<file path="config.mk">
export PLATFORM = sky130hd
export DESIGN_NAME = uart_fractional_baud_divisor
export DESIGN_NICKNAME = d
export VERILOG_FILES = /design/src/rtl/ufbd_pkg.sv /design/src/rtl/uart_fractional_baud_divisor.sv
export SDC_FILE = /design/constraint.sdc
export NUM_CORES = 1
export LEC_CHECK = 0
export BUFFER_PORTS_ARGS = -buffer_cell sky130_fd_sc_hd__buf_2
export CELL_PAD_IN_SITES_DETAIL_PLACEMENT = 0
export CELL_PAD_IN_SITES_GLOBAL_PLACEMENT = 1
export CORE_MARGIN = 2
export CORE_UTILIZATION = 52
export DETAILED_ROUTE_END_ITERATION = 12
export PLACE_DENSITY_LB_ADDON = 0.05
export SLEW_MARGIN = 20
export SYNTH_ARGS = -nofsm -noshare
export SYNTH_HDL_FRONTEND = slang
export SYNTH_SLANG_ARGS = --single-unit
</file>
<file path="constraint.sdc">
create_clock -name clk -period 16.1 [get_ports clk]
set_input_delay 0.805 -clock clk [delete_from_list [all_inputs] [get_ports clk]]
set_output_delay 0.805 -clock clk [all_outputs]
set_load 0.01 [all_outputs]
</file>
<file path="src/rtl/ufbd_pkg.sv">
`timescale 1ns / 1ps
`default_nettype none

package ufbd_pkg;

  // Register indexes on the configuration port.
  localparam logic CFG_IDX_W = 1'b1;
  localparam logic [0:0] REG_CLOCK_HZ     = 1'b0;
  localparam logic [0:0] REG_DOUBLE_SPEED = 1'b1;

  // Field and register widths.
  localparam int unsigned RATE_W  = 32;
  localparam int unsigned CLOCK_W = 32;
  localparam int unsigned DIV_W   = 12;
  localparam int unsigned EXP_W   = 4;
  localparam int unsigned LIMIT_W = 22;
  localparam int unsigned OUT_W   = 24;

  // Reset value of the clock frequency register.
  localparam logic [CLOCK_W-1:0] CLOCK_HZ_RESET = 32'd32000000;

  // Starting limit of the exponent search (0xfff >> 4).
  localparam logic [LIMIT_W-1:0] LIMIT_START = 22'd255;

  // Exponent bounds, two's complement.
  localparam logic [EXP_W-1:0] EXP_MIN = 4'b1001;
  localparam logic [EXP_W-1:0] EXP_MAX = 4'b0111;

endpackage

`default_nettype wire

</file>
<file path="src/rtl/uart_fractional_baud_divisor.sv">
`timescale 1ns / 1ps
`default_nettype none

// Channel   Dir  Handshake              Word contents (lowest bit first)
// in_       in   in_tvalid/in_tready    baud_rate[31:0]
// out_      out  out_tvalid/out_tready  accepted, divisor[11:0], scale_exp[3:0], 7'b0
// cfg_      in   cfg_wr_en              cfg_addr selects clock_hz or double_speed
//
// An accepted rate passes two range compares, a restoring divide for the
// clock-to-rate ratio, an exponent search of up to 15 steps, a prepare and a
// load step and a second divide. A rejected rate goes from the failing compare
// straight to the output. The compares, divide steps, exponent search and
// prepare step share one 34-bit subtractor. Reset (rst_n, synchronous) empties
// the sequencer and the output register. A stalled output word holds, and the
// next rate is taken once the sequencer is back in idle.

module uart_fractional_baud_divisor (
  input  wire logic        clk,
  input  wire logic        rst_n,
  // baud_rate[31:0]
  input  wire logic        in_tvalid,
  output logic             in_tready,
  input  wire logic [31:0] in_tdata,
  // accepted[0], divisor[12:1], scale_exp[16:13], zero[23:17]
  output logic             out_tvalid,
  input  wire logic        out_tready,
  output logic [23:0]      out_tdata,
  input  wire logic        cfg_wr_en,
  input  wire logic [0:0]  cfg_addr,
  input  wire logic [31:0] cfg_wdata
);

  localparam logic [2:0] S_IDLE   = 3'd0;
  localparam logic [2:0] S_CHK_HI = 3'd1;
  localparam logic [2:0] S_CHK_LO = 3'd2;
  localparam logic [2:0] S_DIV    = 3'd3;
  localparam logic [2:0] S_SRCH   = 3'd4;
  localparam logic [2:0] S_PREP   = 3'd5;
  localparam logic [2:0] S_LOAD   = 3'd6;
  localparam logic [2:0] S_FIN    = 3'd7;

  logic [2:0]  state_r, state_nxt;
  logic [31:0] clock_hz_r;
  logic        dbl_r;
  logic [31:0] rate_r, rate_nxt;
  logic [31:0] num_r, num_nxt;
  logic [31:0] rem_r, rem_nxt;
  logic [31:0] den_r, den_nxt;
  logic [ufbd_pkg::LIMIT_W-1:0] limit_r, limit_nxt;
  logic [3:0]  exp_r, exp_nxt;
  logic [4:0]  cnt_r, cnt_nxt;
  logic        pass_r, pass_nxt;
  logic        rej_r, rej_nxt;
  logic        out_vld_r;
  logic [23:0] out_data_r;

  logic [32:0] sub_a, sub_b;
  logic [33:0] sub_d;
  logic        borrow;
  logic [31:0] hi_bound, lo_bound;
  logic [32:0] trial;
  logic        exp_neg, exp_le_m3, exp_lt_m3;
  logic [3:0]  up_sh, dn_sh;
  logic        out_load;
  logic [11:0] div_field;

  // Configuration registers.
  always_ff @(posedge clk) begin
    if (!rst_n) begin
      clock_hz_r <= ufbd_pkg::CLOCK_HZ_RESET;
      dbl_r      <= 1'b0;
    end else if (cfg_wr_en) begin
      if (cfg_addr == ufbd_pkg::REG_CLOCK_HZ) begin
        clock_hz_r <= cfg_wdata;
      end else if (cfg_addr == ufbd_pkg::REG_DOUBLE_SPEED) begin
        dbl_r <= cfg_wdata[0];
      end
    end
  end

  // Range bounds: clock/8 and clock/2^22, both halved in normal speed.
  assign hi_bound = dbl_r ? {3'b0, clock_hz_r[31:3]}  : {4'b0, clock_hz_r[31:4]};
  assign lo_bound = dbl_r ? {22'b0, clock_hz_r[31:22]} : {23'b0, clock_hz_r[31:23]};

  // Exponent decodes.
  assign exp_neg   = exp_r[3];
  assign exp_le_m3 = exp_r[3] && (exp_r[2:0] <= 3'b101);
  assign exp_lt_m3 = exp_r[3] && (exp_r[2:0] <  3'b101);
  assign up_sh     = exp_r + 4'd3;
  assign dn_sh     = (~exp_r) - 4'd2;

  assign trial = {rem_r, num_r[31]};

  // The shared subtractor; its operands depend on the step.
  always_comb begin
    sub_a = '0;
    sub_b = '0;
    case (state_r)
      S_CHK_HI: begin
        sub_a = {1'b0, hi_bound};
        sub_b = {1'b0, rate_r};
      end
      S_CHK_LO: begin
        sub_a = {1'b0, rate_r};
        sub_b = {1'b0, lo_bound};
      end
      S_DIV: begin
        sub_a = trial;
        sub_b = {1'b0, den_r};
      end
      S_SRCH: begin
        sub_a = {1'b0, num_r};
        sub_b = {11'b0, limit_r};
      end
      S_PREP: begin
        sub_a = {1'b0, clock_hz_r};
        sub_b = {1'b0, rate_r[28:0], 3'b000};
      end
      default: begin
        sub_a = '0;
        sub_b = '0;
      end
    endcase
  end

  assign sub_d  = {1'b0, sub_a} - {1'b0, sub_b};
  assign borrow = sub_d[33];

  // The output register is free when empty or being taken.
  assign out_load = (state_r == S_FIN) && (!out_vld_r || out_tready);

  // Sequencer.
  always_comb begin
    state_nxt = state_r;
    rate_nxt  = rate_r;
    num_nxt   = num_r;
    rem_nxt   = rem_r;
    den_nxt   = den_r;
    limit_nxt = limit_r;
    exp_nxt   = exp_r;
    cnt_nxt   = cnt_r;
    pass_nxt  = pass_r;
    rej_nxt   = rej_r;
    case (state_r)
      S_IDLE: begin
        if (in_tvalid) begin
          rate_nxt  = in_tdata;
          rej_nxt   = 1'b0;
          state_nxt = S_CHK_HI;
        end
      end
      S_CHK_HI: begin
        if (borrow || (rate_r == 32'd0)) begin
          rej_nxt   = 1'b1;
          state_nxt = S_FIN;
        end else begin
          state_nxt = S_CHK_LO;
        end
      end
      S_CHK_LO: begin
        if (borrow) begin
          rej_nxt   = 1'b1;
          state_nxt = S_FIN;
        end else begin
          // Normal speed works on twice the rate from here on.
          rate_nxt  = dbl_r ? rate_r : {rate_r[30:0], 1'b0};
          den_nxt   = dbl_r ? rate_r : {rate_r[30:0], 1'b0};
          num_nxt   = clock_hz_r;
          rem_nxt   = '0;
          cnt_nxt   = '0;
          pass_nxt  = 1'b0;
          state_nxt = S_DIV;
        end
      end
      S_DIV: begin
        // One restoring step: quotient bits shift into the dividend register.
        rem_nxt = borrow ? trial[31:0] : sub_d[31:0];
        num_nxt = {num_r[30:0], ~borrow};
        cnt_nxt = cnt_r + 5'd1;
        if (cnt_r == 5'd31) begin
          if (pass_r) begin
            state_nxt = S_FIN;
          end else begin
            limit_nxt = ufbd_pkg::LIMIT_START;
            exp_nxt   = ufbd_pkg::EXP_MIN;
            state_nxt = S_SRCH;
          end
        end
      end
      S_SRCH: begin
        // Stop at the first exponent whose limit exceeds the ratio, or at the highest.
        if ((exp_r == ufbd_pkg::EXP_MAX) || borrow) begin
          state_nxt = S_PREP;
        end else begin
          limit_nxt = {limit_r[ufbd_pkg::LIMIT_W-2:0], exp_lt_m3};
          exp_nxt   = exp_r + 4'd1;
        end
      end
      S_PREP: begin
        // Numerator base and denominator for the divisor formula.
        rem_nxt   = exp_neg ? sub_d[31:0] : clock_hz_r;
        den_nxt   = exp_le_m3 ? rate_r : (rate_r << up_sh);
        state_nxt = S_LOAD;
      end
      S_LOAD: begin
        // Add half the denominator for rounding.
        num_nxt   = (exp_le_m3 ? (rem_r << dn_sh) : rem_r) + {1'b0, den_r[31:1]};
        rem_nxt   = '0;
        cnt_nxt   = '0;
        pass_nxt  = 1'b1;
        state_nxt = S_DIV;
      end
      S_FIN: begin
        if (out_load) begin
          state_nxt = S_IDLE;
        end
      end
      default: begin
        state_nxt = S_IDLE;
      end
    endcase
  end

  always_ff @(posedge clk) begin
    if (!rst_n) begin
      state_r <= S_IDLE;
    end else begin
      state_r <= state_nxt;
    end
  end

  always_ff @(posedge clk) begin
    rate_r  <= rate_nxt;
    num_r   <= num_nxt;
    rem_r   <= rem_nxt;
    den_r   <= den_nxt;
    limit_r <= limit_nxt;
    exp_r   <= exp_nxt;
    cnt_r   <= cnt_nxt;
    pass_r  <= pass_nxt;
    rej_r   <= rej_nxt;
  end

  // Non-negative exponents subtract one from the quotient.
  assign div_field = exp_neg ? num_r[11:0] : (num_r[11:0] - 12'd1);

  // Output register.
  always_ff @(posedge clk) begin
    if (!rst_n) begin
      out_vld_r <= 1'b0;
    end else if (out_load) begin
      out_vld_r <= 1'b1;
    end else if (out_tready) begin
      out_vld_r <= 1'b0;
    end
  end

  always_ff @(posedge clk) begin
    if (out_load) begin
      if (rej_r) begin
        out_data_r <= '0;
      end else begin
        out_data_r <= {7'b0, exp_r, div_field, 1'b1};
      end
    end
  end

  assign in_tready  = (state_r == S_IDLE);
  assign out_tvalid = out_vld_r;
  assign out_tdata  = out_data_r;

`ifndef SYNTH
  // A rejected rate carries zero divisor and exponent.
  a_rej_zero: assert property (@(posedge clk) disable iff (!rst_n)
    out_tvalid && !out_tdata[0] |-> out_tdata[23:1] == 23'd0)
    else $error("rejected word has nonzero fields");

  // The exponent never leaves -7..7.
  a_exp_range: assert property (@(posedge clk) disable iff (!rst_n)
    out_tvalid && out_tdata[0] |-> out_tdata[16:13] != 4'b1000)
    else $error("scale exponent out of range");

  // An accepted rate starts with the upper range check.
  a_start: assert property (@(posedge clk) disable iff (!rst_n)
    in_tvalid && in_tready |=> state_r == S_CHK_HI)
    else $error("sequencer did not start on an accepted rate");

  // A divide runs exactly 32 steps.
  a_div_len: assert property (@(posedge clk) disable iff (!rst_n)
    state_r == S_DIV && cnt_r == 5'd31 |=> state_r == S_SRCH || state_r == S_FIN)
    else $error("divide did not end after 32 steps");
`endif

endmodule

`default_nettype wire

</file>
After elaboration in Yosys (flattened, before gate mapping)
Index checks and enable logic that the tools add are counted.
Widths: inputs -> output; s select.
- bits in registers: 222
- input bits: 70
- output and inout port bits: 26
- logic and storage cells: 119
- add/sub/neg operators: 7
- $lt $le $gt $ge: 2
- equality and inequality tests: 18
- shift-type cells: 2
- mux-type cells: 45
- bitwise gates (word level): 3
- reduce and logical (&&, ||, !) cells: 27
- operator list (operator ; number):
    $mux 32 ; 9
    $pmux 33 s5 ; 1
    $pmux 32 s5 ; 1
    $pmux 32 s2 ; 2
    $pmux 32 s4 ; 1
    $pmux 32 s3 ; 1
    $mux 22 ; 3
    $shl 32x4->32 ; 2
    $pmux 22 s2 ; 1
    $sub 33x33->34 ; 1
    $add 32x31->32 ; 1
    $logic_not 32->1 ; 1
    $mux 29 ; 1
    $pmux 3 s8 ; 1
    $mux 3 ; 6
    $ne 2x2->1 const B ; 9
    $pmux 5 s3 ; 1
    $eq 3x3->1 const B ; 4
    $mux 12 ; 1
    $mux 4 ; 3
    $reduce_and 2->1 ; 6
    $reduce_and 4->1 ; 3
    $sub 12x1->12 const B ; 1
    $mux 10 ; 1
    26 further kinds ; 43

Longest topological paths before layout
- word-level depth: 6
- gate-level depth with buffers: 22
- depth with buffers taken out: 19

Worst setup path after synthesis
No wires, ideal clock.
- path kind: reg2reg
- start: register state_r[2]
- end: register exp_r[0], enable pin
- arrival time: 5.764 ns
- setup slack: 9.891 ns
- cell stages (with the launch flop): 18
- buffers on the path: 5
- clock period less this slack: 6.209 ns
- path through: dfxtp_1 -> clkbuf_1 -> inv_1 -> buf_1 -> ha_1 -> clkbuf_1 -> nor2_1 -> clkbuf_1 -> nor2_1 -> ha_1 -> nor2b_1 -> o31ai_2 -> a21oi_2 -> a211oi_2 -> o311ai_2 -> nand2_4 -> clkbuf_1 -> o21ai_0
- word-level cells in the longest chain between the ends: 6
- ends and longest elaborated chain (item ; line ; text):
    start: declaration ; uart_fractional_baud_divisor.sv:42 ; logic [2:0] state_r, state_nxt;
    start signal: assignment ; uart_fractional_baud_divisor.sv:228 ; state_r <= state_nxt;
    $eq 3x3->1 (tied with other cells) ; uart_fractional_baud_divisor.sv:98 ; case (state_r)
    $pmux 33 s5 or $pmux 32 s5 (tied branches) ; uart_fractional_baud_divisor.sv:98 ;
    $sub 33x33->34 ; uart_fractional_baud_divisor.sv:126 ; assign sub_d = {1'b0, sub_a} - {1'b0, sub_b};
    $logic_or 1x1->1 ; uart_fractional_baud_divisor.sv:192 ; if ((exp_r == ufbd_pkg::EXP_MAX) || borrow) begin
    $ne 2x2->1 (no source line) ; n/a ;
    $reduce_and 4->1 (no source line) * ; n/a ;
    end signal: assignment ; uart_fractional_baud_divisor.sv:238 ; exp_r <= exp_nxt;
    end: declaration ; uart_fractional_baud_divisor.sv:50 ; logic [3:0] exp_r, exp_nxt;
Mark *: on every way between the ends. The rest lies on a longest branch, timed or not.
A chain may end at the register's enable or synchronous reset.

Worst setup path in the final report
- start: register state_r[2]
- end: register rem_r[27], data pin
- word-level cells in the longest chain between the ends: 5
- ends and longest elaborated chain (item ; line ; text):
    $eq 3x3->1 (tied with other cells) ; uart_fractional_baud_divisor.sv:98, uart_fractional_baud_divisor.sv:144 ;
    $pmux 33 s5 or $pmux 32 s5 (tied branches) ; uart_fractional_baud_divisor.sv:98 ;
    $sub 33x33->34 ; uart_fractional_baud_divisor.sv:126 ;
    $mux 32, on equally long branches ; uart_fractional_baud_divisor.sv:201, uart_fractional_baud_divisor.sv:177 ;
    $pmux 32 s4 * ; uart_fractional_baud_divisor.sv:144 ; case (state_r)
    named net rem_nxt[27] ; uart_fractional_baud_divisor.sv:47 ; logic [31:0] rem_r, rem_nxt;
    end signal: assignment ; uart_fractional_baud_divisor.sv:235 ; rem_r <= rem_nxt;
    end: declaration ; uart_fractional_baud_divisor.sv:47 ;
Mark *: on every way through the listed nets, which the timed path passes. The rest lies on a longest branch.

==> impl.org <==
** Die
- In this run the count of I/O pins placed on the die edge is 96.
- From left edge to right edge, the die measures between 150 and 200 µm.
- For this configuration, the core starts out at a cell density of 0.529.
- The floorplan step defined a die boundary enclosing ~0.037 mm².
- The die is approximately 190 µm tall.
- Placeable Area :: 0.0347 mm²
- Number of rows in the core area :: between 60 and 70

** Drt
- The detailed router finished its first iteration with just over 2k violations.
- Vias :: roughly 18k
- Wire length reported by the detailed router :: between 60000 and 70000 µm
- Antenna Nets Post-Route :: 0
- Routed wire per std cell :: around 26 µm
- Drt via density :: between 6 and 7
- After detailed routing, the number of remaining DRC violations is 0.
- Number of iterations in the first detailed-routing pass :: 7

** Global route
- The number of global-route vias before repair is approximately 16k.
- The first global-routing pass estimated between 100000 and 150000 µm of wire.
- All-Layer GR Usage :: 0.366
- For this run, global-route usage on met3 was measured as 0.0638.
- For met1 alone, demand over resource in global routing was 0.490.
- After global routing, the most crowded layer is met2.
- Initial antenna violation count :: 0
- Fraction of met2 tracks used by global routing :: 0.573
- Entering global routing, the biggest net connects approximately 70 pins.
- Global route overflow :: 0

** Clock network
- Number of setup buffers added after CTS :: 0
- Clock tree synthesis inserted a total of 26 buffers.
- CTS H-tree depth :: 1
- CTS clk-pin slew, worst paths :: 60 ps
- At the later pin of the worst-skew pair, clock insertion delay measures 570 ps.
- The clock passes through at most 3 buffers.
- Number of sinks on the clock net :: 215
- The number of hold buffers added after CTS was 0.
- TritonCTS built the clock tree.
- Cell at the root of the clock tree :: clkbuf_16
- Count of instances resized after the clock tree is built :: 0

** STA
- Transition time at the pin with the least slew margin :: 1080 ps
- The smallest clock period supported by the final layout is computed as 6890 ps.
- Adding up every negative setup slack in the final design gives 0 ps.
- The worst pin sits at a relative slew slack of 0.268.
- Fin Clk Skew :: about 16 ps
- The hold violation count in the final report was 0.
- Worst Hold Slack :: 449 ps
- The total count of max-transition violations in the final report came to 0.
- Total setup violations reported at the end of the flow :: 0
- Setup repair after global routing left no endpoint under its margin.
- Dividing the final minimum period by the clock period gives 0.428.
- Derived from the worst setup path, the maximum achievable clock frequency is between 100 and 150 MHz.

** Critical path
- The worst setup path is of the flip-flop to flip-flop kind.
- The largest individual stage delay along the critical path comes from the cell ha_1.
- Endpoint arrival time on the critical path :: 7170 ps
- Data required time of the critical path :: about 16000 ps
- The kind of cell with the highest combined delay along the critical path is compound AO/OA/AOI/OAI gates.
- In this run the worst setup path begins at state_r[2].
- Buffer and inverter count on the worst path :: 3
- Largest stage delay on the critical path :: between 700 and 800 ps
- In this run the worst path has a maximum fanout of 56.
- STA classifies the critical path endpoint as a flip-flop.
- STA classifies the critical path startpoint as a flip-flop.
- Cell Chain, Critical Path :: buf_4 > inv_1 > ha_1 > nor2_2 > buf_4 > nor2_1 > ha_1 > nor2b_1 > o31ai_2 > a21oi_2 > a211oi_2 > o311ai_2 > nand2_4 > nor2_1 > a21oi_1 > o21ai_0
- In this run the critical register-to-register path is launched from state_r[2].

** Placement
- The placed instances occupy a cell area of roughly 0.019 mm².
- During placement, the flow inserted port buffers numbering roughly 90.
- Once detailed placement completed, the half-perimeter wirelength came to roughly 50000 µm.
- Final Wtd Congestion :: just under 1

** Logic synthesis
- Synthesis handed over a netlist of 2128 instances.
- After synthesis the cells add up to ~0.018 mm².
- Main flop type after synthesis :: edfxtp_1
- Each instance of the synthesized netlist takes up on average approximately 8.6 µm².
- Number of synthesized flops with an enable pin :: approximately 180
- The share of synthesized area in the top cell type comes to 0.291.
- Yosys mapped the design onto just under 80 distinct sky130hd cell types.
- In the synthesized netlist the async set-or-reset flop fraction comes to 0.
- Yosys attributes the largest share of cell area to edfxtp_1 (29%), mux2i_1 (8.2%), nand2_1 (5.7%).
- Synthesis inferred 215 register bits.
- The Yosys step of the flow raised 0 warnings.
- Library cell occupying the most area in the post-synthesis netlist :: edfxtp_1
- Sequential-to-total area share from yosys stat :: 0.331

** Finish
- The layout has ~3.2k filler cells.
- Antenna fix cells :: 0
- The net count of the finished layout is approximately 2.2k.
- Synth-to-layout area growth :: 8.35%
- Once layout is done, the placed cells without fillers occupy ~0.02 mm².
- Fraction of layout cells with a size suffix above 1 :: 0.124

** Power
- Power per standard cell area :: roughly 250 mW/mm²
- Leak Pwr :: roughly 7.5 nW
- Maximum ir drop on the vdd rail :: 0.188 mV

** Hold path
- The worst hold path begins at cfg_wdata[19].
- The path class of the tightest hold or removal check is primary input to flip-flop.

** Flow run
- Max Cap Violations :: 0

** Run status
- Outcome :: complete, no violations
synth_stat cells (11+ instances only):
master / instances
a21oi_1: 188
and2_1: 11
ha_1: 77
xor2_1: 29
nand2_1: 277
and3_1: 24
nor4_1: 13
o211ai_1: 14
o21a_1: 18
nor3_1: 26
o22ai_1: 54
a211oi_1: 24
o21ai_1: 12
mux2_2: 38
clkbuf_1: 145
a221oi_1: 40
a31oi_1: 12
o32ai_1: 14
nand2b_1: 22
a222oi_1: 11
xnor2_1: 34
mux4_2: 24
edfxtp_1: 178
nor2_1: 136
nand3_1: 34
a21o_1: 41
a22oi_1: 67
dfxtp_1: 37
nand4_1: 17
nor2b_1: 27
buf_1: 35
mux2i_1: 151
inv_1: 33
o21ai_0: 164
cells by family (layout without fill, tap and decap cells):
family,count (synthesis),in the layout,share of synthesized area
multiplexers,213,213,0.135
AND/OR/NAND/NOR,599,599,0.145
adder cells (fa/ha/maj),79,79,0.0546
XOR/XNOR,63,63,0.0300
buffers and inverters,230,210,0.0488
AO/OA/AOI/OAI,728,728,0.255
flip-flops,215,215,0.331
other,1,7,0.000204
tightest hold or removal path, cell delays in order:
cell and delay, ps:
buf_2 80, nand2_1 40, nand3_1 60
report_power, final:
part	leakage, nW	internal, W	switching, W
combinational	5.17	0.00128	0.00206
clock	0.443	0.000373	0.000259
sequential	1.94	0.000785	0.000234
total	7.55	0.00244	0.00255
layout make-up:
class,count,area (µm²),share of cell area
Clock buffer,35,747,0.0375
Clock inverter,13,146,0.00735
Inverter,37,139,0.00697
Multi-Input combinational cell,1689,11500,0.578
Sequential cell,215,6090,0.306
Tap cell,455,569,0.0286
Timing Repair Buffer,125,718,0.0361
stage by stage:
stage / util / power [W] / cells / setup slack (ps)
global route: 0.574 / 0.00529 / 2569 / 8820
finish: 0.574 / 0.00499 / 2569 / 9210
CTS: 0.573 / 0.00490 / 2569 / 9410
global placement: 0.547 / 0.00423 / 2521 / 9480
floorplan: - / 0.00340 / 2134 / 9890
detailed placement: 0.547 / 0.00426 / 2521 / 9420
state kept, by name (all words and copies together) (netlist names):
signal and cells:
rate_r 32, cnt_r 5, exp_r 4, clock_hz_r 32
dbl_r 1, limit_r 22, out_tdata 17, rem_r 32
pass_r 1, out_tvalid 1, den_r 32, rej_r 1
num_r 32, state_r 3
path summary, 6_finish.rpt:
path                                  endpoint  slack, ps  depth (start not counted)
worst min-delay path            clock_hz_r[19]        450                          3
worst max register to register       rem_r[27]       9210                         16
worst min register to register   clock_hz_r[1]        530                          2
worst max-delay path                 rem_r[27]       9210                         16
cell usage in the layout, fill, tap and decap left out, types with 34 or more instances in the layout:
master	instances
nand3_1	34
a21o_1	41
o21ai_0	163
a21oi_1	187
edfxtp_1	178
buf_4	37
mux2_2	38
a221oi_1	40
buf_2	88
dfxtp_1	35
nor2_1	129
o22ai_1	54
nand2_1	275
a22oi_1	67
ha_1	77
mux2i_1	151
layer usage:
metal | vias up | share of wire
met3 | 205 | 0.096
met4 | 0 | 0.057
met1 | 8302 | 0.40
met5 | - | 0
li1 | 7953 | -
met2 | 1080 | 0.45
Note: power is estimated with default switching activity, not from simulation.
